File: config.mk
export PLATFORM = sky130hd
export DESIGN_NAME = mtg_div
export DESIGN_NICKNAME = d
export VERILOG_FILES = /design/src/sv/mtg_pkg.sv /design/src/sv/mtg_div.sv
export SDC_FILE = /design/constraint.sdc
export NUM_CORES = 1
export LEC_CHECK = 0
export BUFFER_PORTS_ARGS = -buffer_cell sky130_fd_sc_hd__buf_2
export CORE_MARGIN = 8
export CORE_UTILIZATION = 63
export DETAILED_ROUTE_END_ITERATION = 8
export PLACE_DENSITY = 0.88
export SYNTH_ARGS = -nofsm -noshare
export SYNTH_HDL_FRONTEND = slang
export SYNTH_SLANG_ARGS = --single-unit
File: constraint.sdc
create_clock -name clk_i -period 9.7 [get_ports clk_i]
set_input_delay 0.485 -clock clk_i [delete_from_list [all_inputs] [get_ports clk_i]]
set_output_delay 0.485 -clock clk_i [all_outputs]
set_load 0.02 [all_outputs]
File: src/sv/mtg_pkg.sv
// mtg_pkg: shared types, command codes and fixed-point helpers for the
// mesh tangent generator. No dependencies.
`default_nettype none

package mtg_pkg;

  localparam int unsigned VERTICES_DEF = 1024;

  typedef enum logic [1:0] {
    CMD_LOAD = 2'd0,
    CMD_FACE = 2'd1,
    CMD_READ = 2'd2,
    CMD_NONE = 2'd3
  } cmd_e;

  typedef struct packed {
    logic [1:0]         cmd;
    logic [9:0]         index_a;
    logic [9:0]         index_b;
    logic [9:0]         index_c;
    logic signed [31:0] pos_x;
    logic signed [31:0] pos_y;
    logic signed [31:0] pos_z;
    logic signed [31:0] tex_u;
    logic signed [31:0] tex_v;
    logic signed [31:0] norm_x;
    logic signed [31:0] norm_y;
    logic signed [31:0] norm_z;
  } in_item_t;

  typedef struct packed {
    logic signed [31:0] tangent_x;
    logic signed [31:0] tangent_y;
    logic signed [31:0] tangent_z;
    logic signed [31:0] bitangent_x;
    logic signed [31:0] bitangent_y;
    logic signed [31:0] bitangent_z;
    logic               degenerate;
  } out_item_t;

  typedef struct packed {
    logic        start;
    logic [63:0] dividend;
    logic [63:0] divisor;
  } div_req_t;

  typedef struct packed {
    logic        done;
    logic [63:0] quotient;
  } div_rsp_t;

  // product / 65536, truncated toward zero
  function automatic logic signed [47:0] qtrunc(logic signed [63:0] p);
    logic signed [63:0] s;
    s = p + (p[63] ? 64'sd65535 : 64'sd0);
    return 48'(s >>> 16);
  endfunction

  function automatic logic signed [31:0] sat32(logic signed [48:0] v);
    if (!v[48] && (|v[47:31])) begin
      return 32'sh7FFF_FFFF;
    end else if (v[48] && !(&v[47:31])) begin
      return 32'sh8000_0000;
    end
    return v[31:0];
  endfunction

  function automatic logic [47:0] mag48(logic signed [47:0] v);
    return v[47] ? 48'(-v) : 48'(v);
  endfunction

endpackage

`default_nettype wire

File: src/sv/mtg_div.sv
// mtg_div: 64-bit unsigned restoring divider, one quotient bit per cycle.
// Depends on mtg_pkg for the request and response structs.
`default_nettype none

module mtg_div (
  input  logic              clk_i,
  input  logic              rst_ni,
  input  mtg_pkg::div_req_t req_i,
  output mtg_pkg::div_rsp_t rsp_o
);

  localparam int unsigned STEPS = 64;
  localparam int unsigned CW    = $clog2(STEPS + 1);

  logic [CW-1:0] cnt_q;
  logic          busy_q;
  logic          done_q;
  logic [63:0]   rem_q;
  logic [63:0]   quo_q;
  logic [63:0]   dvs_q;

  logic [64:0] trial;
  logic        fits;

  assign trial = {rem_q, quo_q[63]};
  assign fits  = trial >= {1'b0, dvs_q};

  always_ff @(posedge clk_i or negedge rst_ni) begin
    if (!rst_ni) begin
      cnt_q  <= '0;
      busy_q <= 1'b0;
      done_q <= 1'b0;
    end else begin
      done_q <= 1'b0;
      if (req_i.start) begin
        rem_q  <= '0;
        quo_q  <= req_i.dividend;
        dvs_q  <= req_i.divisor;
        cnt_q  <= CW'(STEPS);
        busy_q <= 1'b1;
      end else if (busy_q) begin
        rem_q <= fits ? 64'(trial - {1'b0, dvs_q}) : trial[63:0];
        quo_q <= {quo_q[62:0], fits};
        cnt_q <= cnt_q - CW'(1);
        if (cnt_q == CW'(1)) begin
          busy_q <= 1'b0;
          done_q <= 1'b1;
        end
      end
    end
  end

  assign rsp_o.done     = done_q;
  assign rsp_o.quotient = quo_q;

endmodule

`default_nettype wire

After elaboration in Yosys (flattened, before gate mapping)
Cells that the tools add are included.
{"block": "totals", "reg_bits": 201, "latchBits": 0, "ramBits": 0, "mem_bits_ro": 0, "inputBits": 131, "output_inout_bits": 65, "word_cells": 25, "n_memories": 0}
{"block": "classes", "add_sub_neg": 2, "mul": 0, "div_mod_pow": 0, "order_cmp": 1, "n_eq_ne": 1, "shift": 0, "n_mux": 12, "n_bitwise": 0, "n_reduce_logical": 3}
{"op": "$mux 64", "n": 4}
{"op": "$ge 65x64->1", "n": 1}
{"op": "$sub 64x64->64", "n": 1}
{"op": "$mux 7", "n": 2}
{"op": "$eq 7x1->1 const B", "n": 1}
{"op": "$sub 7x1->7 const B", "n": 1}
{"op": "$mux 1", "n": 6}
{"op": "$reduce_and 2->1", "n": 2}
{"op": "$reduce_bool 2->1", "n": 1}

Logic depth before layout (Yosys ltp)
Gate-level depths: netlist of run 1.
{"block": "depth", "depth_word": 4, "mapped_depth": 16, "mapped_depth_nobuf": 14}

Worst setup path after synthesis of run 1
No wires, ideal clock.
{"block": "synth_path", "path_type": "input to register", "from": "input port req_i[128] (netlist name)", "to": "register quo_q[0] (enable)", "setup_ns": 0.493, "arrival_ns": 3.919, "required_time_ns": 9.207, "path_slack_ns": 5.288, "path_stages": 4, "path_buffers": 2, "path_cell_list": "clkbuf_1 -> nor2_1 -> clkbuf_1 -> nor2b_1"}
{"block": "synth_between", "elab_chain_len": 2}
{"item": "start: declaration", "line_no": "mtg_div.sv:8", "source": "input mtg_pkg::div_req_t req_i,"}
{"item": "$reduce_bool 2->1 (no line)"}
{"item": "$reduce_and 2->1 (no line)"}
{"item": "end signal: assignment", "line_no": "mtg_div.sv:37", "source": "quo_q <= req_i.dividend;"}
{"item": "end signal: assignment", "line_no": "mtg_div.sv:43", "source": "quo_q <= {quo_q[62:0], fits};"}
{"item": "end: declaration", "line_no": "mtg_div.sv:19", "source": "logic [63:0] quo_q;"}
Every way passes these cells.
A chain may end at the register's enable or synchronous reset.

Final worst setup path of run 1
{"block": "layout_path", "from": "register rem_q[2]", "to": "register rem_q[12], data pin"}
{"block": "layout_between", "elab_chain_len": 3, "word_cells_on_any_way": 4, "cone_classes": "add/sub: 1; order compare: 1; mux: 2"}
{"item": "start: declaration", "line_no": "mtg_div.sv:18", "source": "logic [63:0] rem_q;"}
{"item": "start signal: assignment", "line_no": "mtg_div.sv:42", "source": "rem_q <= fits ? 64'(trial - {1'b0, dvs_q}) : trial[63:0];"}
{"item": "$sub 64x64->64 or $ge 65x64->1 (tied branches)", "line_no": "mtg_div.sv:42, mtg_div.sv:26"}
{"item": "$mux 64 *", "line_no": "mtg_div.sv:42"}
{"item": "$mux 64 *", "line_no": "mtg_div.sv:41", "source": "end else if (busy_q) begin"}
Mark *: on every way between the ends. The rest lies on a longest branch, timed or not.

==> results.sh, run 1 <==
export IMPL_outcome="complete, no violations"
export IMPL_post_cts_setup_buffer_count=0
export IMPL_antenna_found_initial=1
export IMPL_p_switching_w=0.00119
export IMPL_relSlewSlack_pct=33.0
export IMPL_synth_area_sq_mm=0.0127
export IMPL_grt_pass1_vias=9963
export IMPL_max_freq_mhz=235
export IMPL_hp_class="primary input to asynchronous set/reset pin"
export IMPL_cp_depth=13
export IMPL_ios=196
export IMPL_overflow=0
export IMPL_drt_total_wl_mm=32.1
export IMPL_synth_area_top_cells="edfxtp_1 (46%), ha_1 (6.5%), mux2_2 (5.6%)"
export IMPL_p_comb_share_pct=38.8
export IMPL_fillCellCount=1450
export IMPL_peakVddDrop_uv=156
export IMPL_synth_simple_area_share_pct=11.2
export IMPL_path_clk_slew_ns=0.06
export IMPL_finalCritPeriodShare_pct=43.9
export IMPL_synth_edf_count=192
export IMPL_numCtsBuffers=22
export IMPL_maxCapViolCount=0
export IMPL_core_rowCount=52
export IMPL_multi_input_area_sq_mm=0.00604
export IMPL_track_usage_pct=25.6
export IMPL_path_common_cell="a21oi_1"
export IMPL_worst_path_buf_inv=1
export IMPL_synth_async_sr_flop_share_pct=4.48
export IMPL_worst_ep_arrival_time_ns=4.49
export IMPL_post_cts_resized=0
export IMPL_ys_flop_type="edfxtp_1"
export IMPL_syn_to_final_growth_pct=13.8
export IMPL_synthAdderAreaFrac_pct=6.68
export IMPL_crit_type="flip-flop to flip-flop"
export IMPL_final_max_slew_violation_count=0
export IMPL_synth_distinct_cells=72
export IMPL_crit_path_end_kind="flip-flop"
export IMPL_fp_dieW_microns=158
export IMPL_vias=9983
export IMPL_avgSynthCellArea_sq_um=10.5
export IMPL_nNetsFinal=1569
export IMPL_setup_tns_ns=0
export IMPL_dr_pass1_iters=5
export IMPL_gp_congestion=0.972
export IMPL_postCtsHoldBufs=0
export IMPL_h_tree_depth=1
export IMPL_dp_cells=1617
export IMPL_synth_top_area_share_pct=45.6
export IMPL_drt_iter0_markers=709
export IMPL_final_cell_area_sq_mm=0.0144
export IMPL_cp_cell_sequence="ha_1 > a21o_1 > a21oi_1 > a21oi_1 > o2111ai_1 > a21boi_1 > o21ai_1 > nand4b_2 > nand2_4 > buf_4 > mux2_1 > mux2i_1 > nor2_1"
export IMPL_clk_latency_ns=0.53
export IMPL_p_int_w=0.00208
export IMPL_synth_compound_area_share_pct=18.3
export IMPL_drive_gt1_share_pct=24.7
export IMPL_worst_path_largest_cell_delay_ns=0.58
export IMPL_core_sq_mm=0.0200
export IMPL_synth_mux_area_share_pct=7.05
export IMPL_ys_seq_elements=201
export IMPL_layout_setup_ws_ns=5.44
export IMPL_yosys_warnings=0
export IMPL_fin_skew_ns=0.0172
export IMPL_crit_fanout=54
export IMPL_setup_viol=0
export IMPL_swShare_pct=36.5
export IMPL_grt_pass1_wl_mm=50.9
export IMPL_synth_top_family_by_area="compound AO/OA/AOI/OAI gates"
export IMPL_required_ns=9.93
export IMPL_reg2regPathDepth=13
export IMPL_antenna_left=0
export IMPL_die_height_microns=158
export IMPL_max_slew_worst_pin_slew_ns=1.01
export IMPL_synth_top_area_cell="edfxtp_1"
export IMPL_die_area_sq_mm=0.0249
export IMPL_power_leakage_nw=6.02
export IMPL_viasPerCell=6.02
export IMPL_initial_core_util_pct=63.4
export IMPL_syn_num_nets=1408
export IMPL_ys_seq_area_share_pct=47.3
export IMPL_drc_errors=0
export IMPL_clockBufferDepth=3
export IMPL_pre_cts_slack_ns=5.54
export IMPL_pwr_share_clk_pct=24.6
export IMPL_dp_final_hpwl_mm=23.5
export IMPL_cts_sinks=201
export IMPL_port_buffers=195
export IMPL_synthXorXnorAreaFrac_pct=4.43
export IMPL_rsz0062_at_grt="false"
export IMPL_ctsRootBufferMaster="clkbuf_16"
export IMPL_avgRoutedWirePerCell_microns=19.3
export IMPL_cts_tree="built"
export IMPL_fin_crit_ns=4.26
export IMPL_cp_slowest_cell="buf_4"
export IMPL_seq_power_share_pct=36.6
export IMPL_seqCellArea_sq_mm=0.00599
export IMPL_stdcell_count=1657
export IMPL_grt_max_degree=78
export IMPL_start_kind="flip-flop"
export IMPL_crit_family="compound AO/OA/AOI/OAI gates"
export IMPL_hold_viol_final=0
export IMPL_powerDensity_mw_per_mm2=227
export IMPL_synthCells=1210
export IMPL_p_total_w=0.00327
export IMPL_n_antenna_cell=0
export IMPL_placed_area_sq_mm=0.0137
## final cells by class
class / count / area share, %
multi-input combinational: 858 / 41.9
sequential: 201 / 41.6
timing repair buffer: 202 / 7.16
inverter: 86 / 2.24
clock inverter: 11 / 0.738
tap: 270 / 2.35
clock buffer: 29 / 4.00
## metal layers
layer	global-route usage, %	up-vias	part of all wire [%]
met1	31.5	4679	40
met5	0	-	0.025
li1	-	4772	-
met2	41.4	448	46
met4	10.1	2	3.7
met3	8.19	82	10
## sequential cells by signal, summed over array words and instances, names as in the netlist
name    cells
rem_q      64
done_q      1
quo_q      64
busy_q      1
dvs_q      64
cnt_q       7
## stage by stage
stage	util [%]	hold WS [ns]
2_1_floorplan	-	0.189
6_report	72.1	0.0286
3_3_place_gp	68.7	0.531
3_5_place_dp	68.7	0.537
5_1_grt	72.1	0.0322
4_1_cts	72.1	0.0190
## cells in the mapped netlist (all sizes together) (10+ instances only)
library cell,number
a21o,26
xnor2,38
ha,66
o21bai,19
nor3,14
o21ai,55
a31oi,14
inv,86
clkbuf,40
nor2,131
a21oi,128
and3,10
edfxtp,192
nand4,23
mux2,65
xor2,26
nand3,14
nand2,66
mux2i,16
o21a,10
a211oi,50
buf,25
## cell usage in the layout (no fill, tap or decap), types with 4 or more instances in the layout
cell type	count
a211oi_1	20
a211oi_2	30
a21o_1	26
a21oi_1	128
a22oi_1	4
a31oi_1	14
a32oi_1	5
and2_1	5
and3_1	10
buf_2	194
buf_4	8
clkbuf_1	7
clkbuf_16	22
clkinv_2	4
dfrtp_1	8
edfxtp_1	192
ha_1	66
inv_1	86
mux2_2	63
mux2i_1	16
nand2_1	65
nand2b_1	9
nand3_1	14
nand4_1	23
nor2_1	131
nor2b_1	8
nor3_1	13
o2111ai_1	4
o21a_1	10
o21ai_0	46
o21ai_1	8
o21bai_1	19
xnor2_1	38
xor2_1	26
## power by group through the flow
stage	Sequential [W]	Combinational, W	Clock [W]
final	0.00120	0.00127	0.000803
after global routing	0.00121	0.00139	0.000845
after floorplan	0.00121	0.000983	0
after detailed placement	0.00121	0.00125	0
after CTS	0.00120	0.00126	0.000811
after global placement	0.00120	0.00121	0
## logic make-up (layout without fill, tap and decap cells)
group / Yosys count / count (layout)
fa+ha+maj: 67 / 67
compound gates: 345 / 345
mux: 81 / 81
xor+xnor: 64 / 64
simple gates: 301 / 301
flops: 201 / 201
buf+inv: 151 / 328
## worst register-to-register path, stage by stage, from the launching register on
cell and delay [ns]:
edfxtp_1 0.42, ha_1 0.41, a21o_1 0.21, a21oi_1 0.25
a21oi_1 0.14, o2111ai_1 0.29, a21boi_1 0.16, o21ai_1 0.17
nand4b_2 0.21, nand2_4 0.50, buf_4 0.58, mux2_1 0.40
mux2i_1 0.15, nor2_1 0.06
## final timing paths
| check | from | to | slack, ns |
|---|---|---|---|
| max | rem_q[2] | rem_q[12] | 5.44 |
| min | rst_ni | cnt_q[1] | 0.03 |
| max reg2reg | rem_q[2] | rem_q[12] | 5.44 |
| min reg2reg | cnt_q[5] | cnt_q[5] | 0.55 |
| max in group asynchronous | rst_ni | done_q | 8.58 |
| min in group clk_i | req_i[61] | dvs_q[61] | 0.13 |
Note: power is estimated with default switching activity, not from simulation.
==> run 2: changes to the inputs <==
CORE_UTILIZATION = 58   (was 63)
PLACE_DENSITY = 0.82   (was 0.88)
clock period = 4.1 ns   (was 9.7 ns; I/O delays follow)
==> results.sh, run 2 (synthesized netlist as in run 1, its figures left out) <==
export IMPL_numCtsBuffers=23
export IMPL_port_buffers=195
export IMPL_reg2regPathDepth=14
export IMPL_peakVddDrop_uv=353
export IMPL_relSlewSlack_pct=38.8
export IMPL_gp_congestion=0.948
export IMPL_drive_gt1_share_pct=23.0
export IMPL_postCtsHoldBufs=122
export IMPL_layout_commonest_cell="buf_2"
export IMPL_required_ns=4.44
export IMPL_placed_area_sq_mm=0.0138
export IMPL_final_core_util_pct=72.8
export IMPL_h_tree_depth=1
export IMPL_fin_skew_ns=0.0124
export IMPL_layout_common_cells="buf_2 (194), edfxtp_1 (192), nor2_1 (131), a21oi_1 (128), dlygate4sd3_1 (122)"
export IMPL_drc_errors=0
export IMPL_die_area_sq_mm=0.0268
export IMPL_overflow=0
export IMPL_dp_final_hpwl_mm=23.7
export IMPL_setup_tns_ns=0
export IMPL_crit_type="flip-flop to flip-flop"
export IMPL_viasPerCell=5.89
export IMPL_core_rowCount=54
export IMPL_p_total_w=0.00798
export IMPL_crit_path_end_kind="flip-flop"
export IMPL_hp_class="primary input to flip-flop"
export IMPL_max_slew_worst_pin_slew_ns=0.918
export IMPL_grt_max_degree=70
export IMPL_drt_iter0_markers=772
export IMPL_antenna_left=0
export IMPL_path_clk_slew_ns=0.06
export IMPL_hold_path_end="quo_q[3]"
export IMPL_die_height_microns=164
export IMPL_grt_pass1_wl_mm=55.3
export IMPL_clk_latency_ns=0.52
export IMPL_fin_crit_ns=3.75
export IMPL_rsz0062_at_grt="false"
export IMPL_clockBufferDepth=3
export IMPL_power_leakage_nw=6.58
export IMPL_reg2reg_to="rem_q[50]"
export IMPL_r2r_start="quo_q[63]"
export IMPL_outcome="complete, no violations"
export IMPL_syn_to_final_growth_pct=24.3
export IMPL_setup_viol=0
export IMPL_drt_total_wl_mm=34.9
export IMPL_post_cts_resized=0
export IMPL_post_cts_setup_buffer_count=0
export IMPL_holdCritStartpoint="req_i[67]"
export IMPL_track_usage_pct=25.5
export IMPL_vias=10574
export IMPL_cts_sinks=201
export IMPL_ctsRootBufferMaster="clkbuf_16"
export IMPL_max_freq_mhz=266
export IMPL_grt_pass1_vias=10641
export IMPL_dr_pass1_iters=5
export IMPL_final_cell_area_sq_mm=0.0157
export IMPL_fillCellCount=1540
export IMPL_powerDensity_mw_per_mm2=507
export IMPL_start_kind="flip-flop"
export IMPL_cts_tree="built"
export IMPL_fp_dieW_microns=164
export IMPL_antenna_found_initial=2
export IMPL_worst_ep_arrival_time_ns=4.09
export IMPL_maxCapViolCount=0
export IMPL_initial_core_util_pct=58.5
export IMPL_ios=196
export IMPL_core_sq_mm=0.0216
export IMPL_finalCritPeriodShare_pct=91.6
export IMPL_hold_viol_final=0
export IMPL_nNetsFinal=1696
export IMPL_biggestRegsByFlops="dvs_q x64, quo_q x64, rem_q x64"
export IMPL_hold_slack_ns=0.0213
export IMPL_ff2ff_setup_slack_ns=0.35
export IMPL_final_max_slew_violation_count=0
export IMPL_holdPathStages=2
export IMPL_crit_fanout=3
export IMPL_avgRoutedWirePerCell_microns=19.4
## run 2: cell count changes in the layout (fill, tap and decap cells not counted), moves of 2 or more
cell           previous run  this run
buf_4                     8        11
clkbuf_8                  0         4
dlygate4sd3_1             0       122
clkinvlp_4                2         0
diode_2                   0         3
## run 2: worst max path at each step
| stage | start | end | cells after the start |
|---|---|---|---|
| floorplan | quo_q[63] | rem_q[56] | 14 |
| global placement | rem_q[56] | rem_q[28] | 12 |
| detailed placement | quo_q[63] | rem_q[50] | 14 |
| CTS | rem_q[17] | rem_q[20] | 14 |
| global route | quo_q[63] | rem_q[50] | 14 |
| finish | quo_q[63] | rem_q[50] | 14 |
## run 2: area by class of cell
class	instances	area [sq um]	area share, %
antenna	3	7.51	0.0477
clock buffer	33	653	4.15
clock inverter	7	72.6	0.461
inverter	86	323	2.05
multi-input combinational	858	6040	38.4
sequential	201	5990	38.1
tap	280	350	2.23
timing repair buffer	328	2290	14.6
## run 2: critical path, cell delays in order, from the launching register on
cell and delay (ns):
edfxtp_1 0.37, inv_1 0.06, ha_1 0.21, fa_1 0.37
and2b_1 0.24, o2111a_1 0.24, o2111ai_1 0.15, a31oi_1 0.33
nand4_1 0.26, a211oi_1 0.37, nor4b_1 0.10, nor2_1 0.35
xnor2_1 0.17, mux2i_1 0.08, a211oi_1 0.25
## run 2: per-stage QoR
stage / worst slack (ns) / std cells
2_1_floorplan: 0.851 / 1210
3_3_place_gp: 0.570 / 1631
3_5_place_dp: 0.468 / 1631
4_1_cts: 0.431 / 1793
5_1_grt: 0.0955 / 1795
6_report: 0.346 / 1796
## run 2: power by group
| part | leakage (nW) | switching, W | internal [W] | total, W |
|---|---|---|---|---|
| Sequential | 1.99 | 0.000223 | 0.00263 | 0.00285 |
| Clock | 0.358 | 0.000832 | 0.00117 | 0.00200 |
| Combinational | 4.23 | 0.00180 | 0.00133 | 0.00313 |
## run 2: routing by layer
layer / global-route usage, % / part of all wire (%) / vias to the layer above
met5: 0 / 0 / -
met4: 7.77 / 2.9 / 0
met3: 6.54 / 9.2 / 68
met2: 42.5 / 47 / 502
met1: 32.1 / 41 / 4969
li1: - / - / 5035
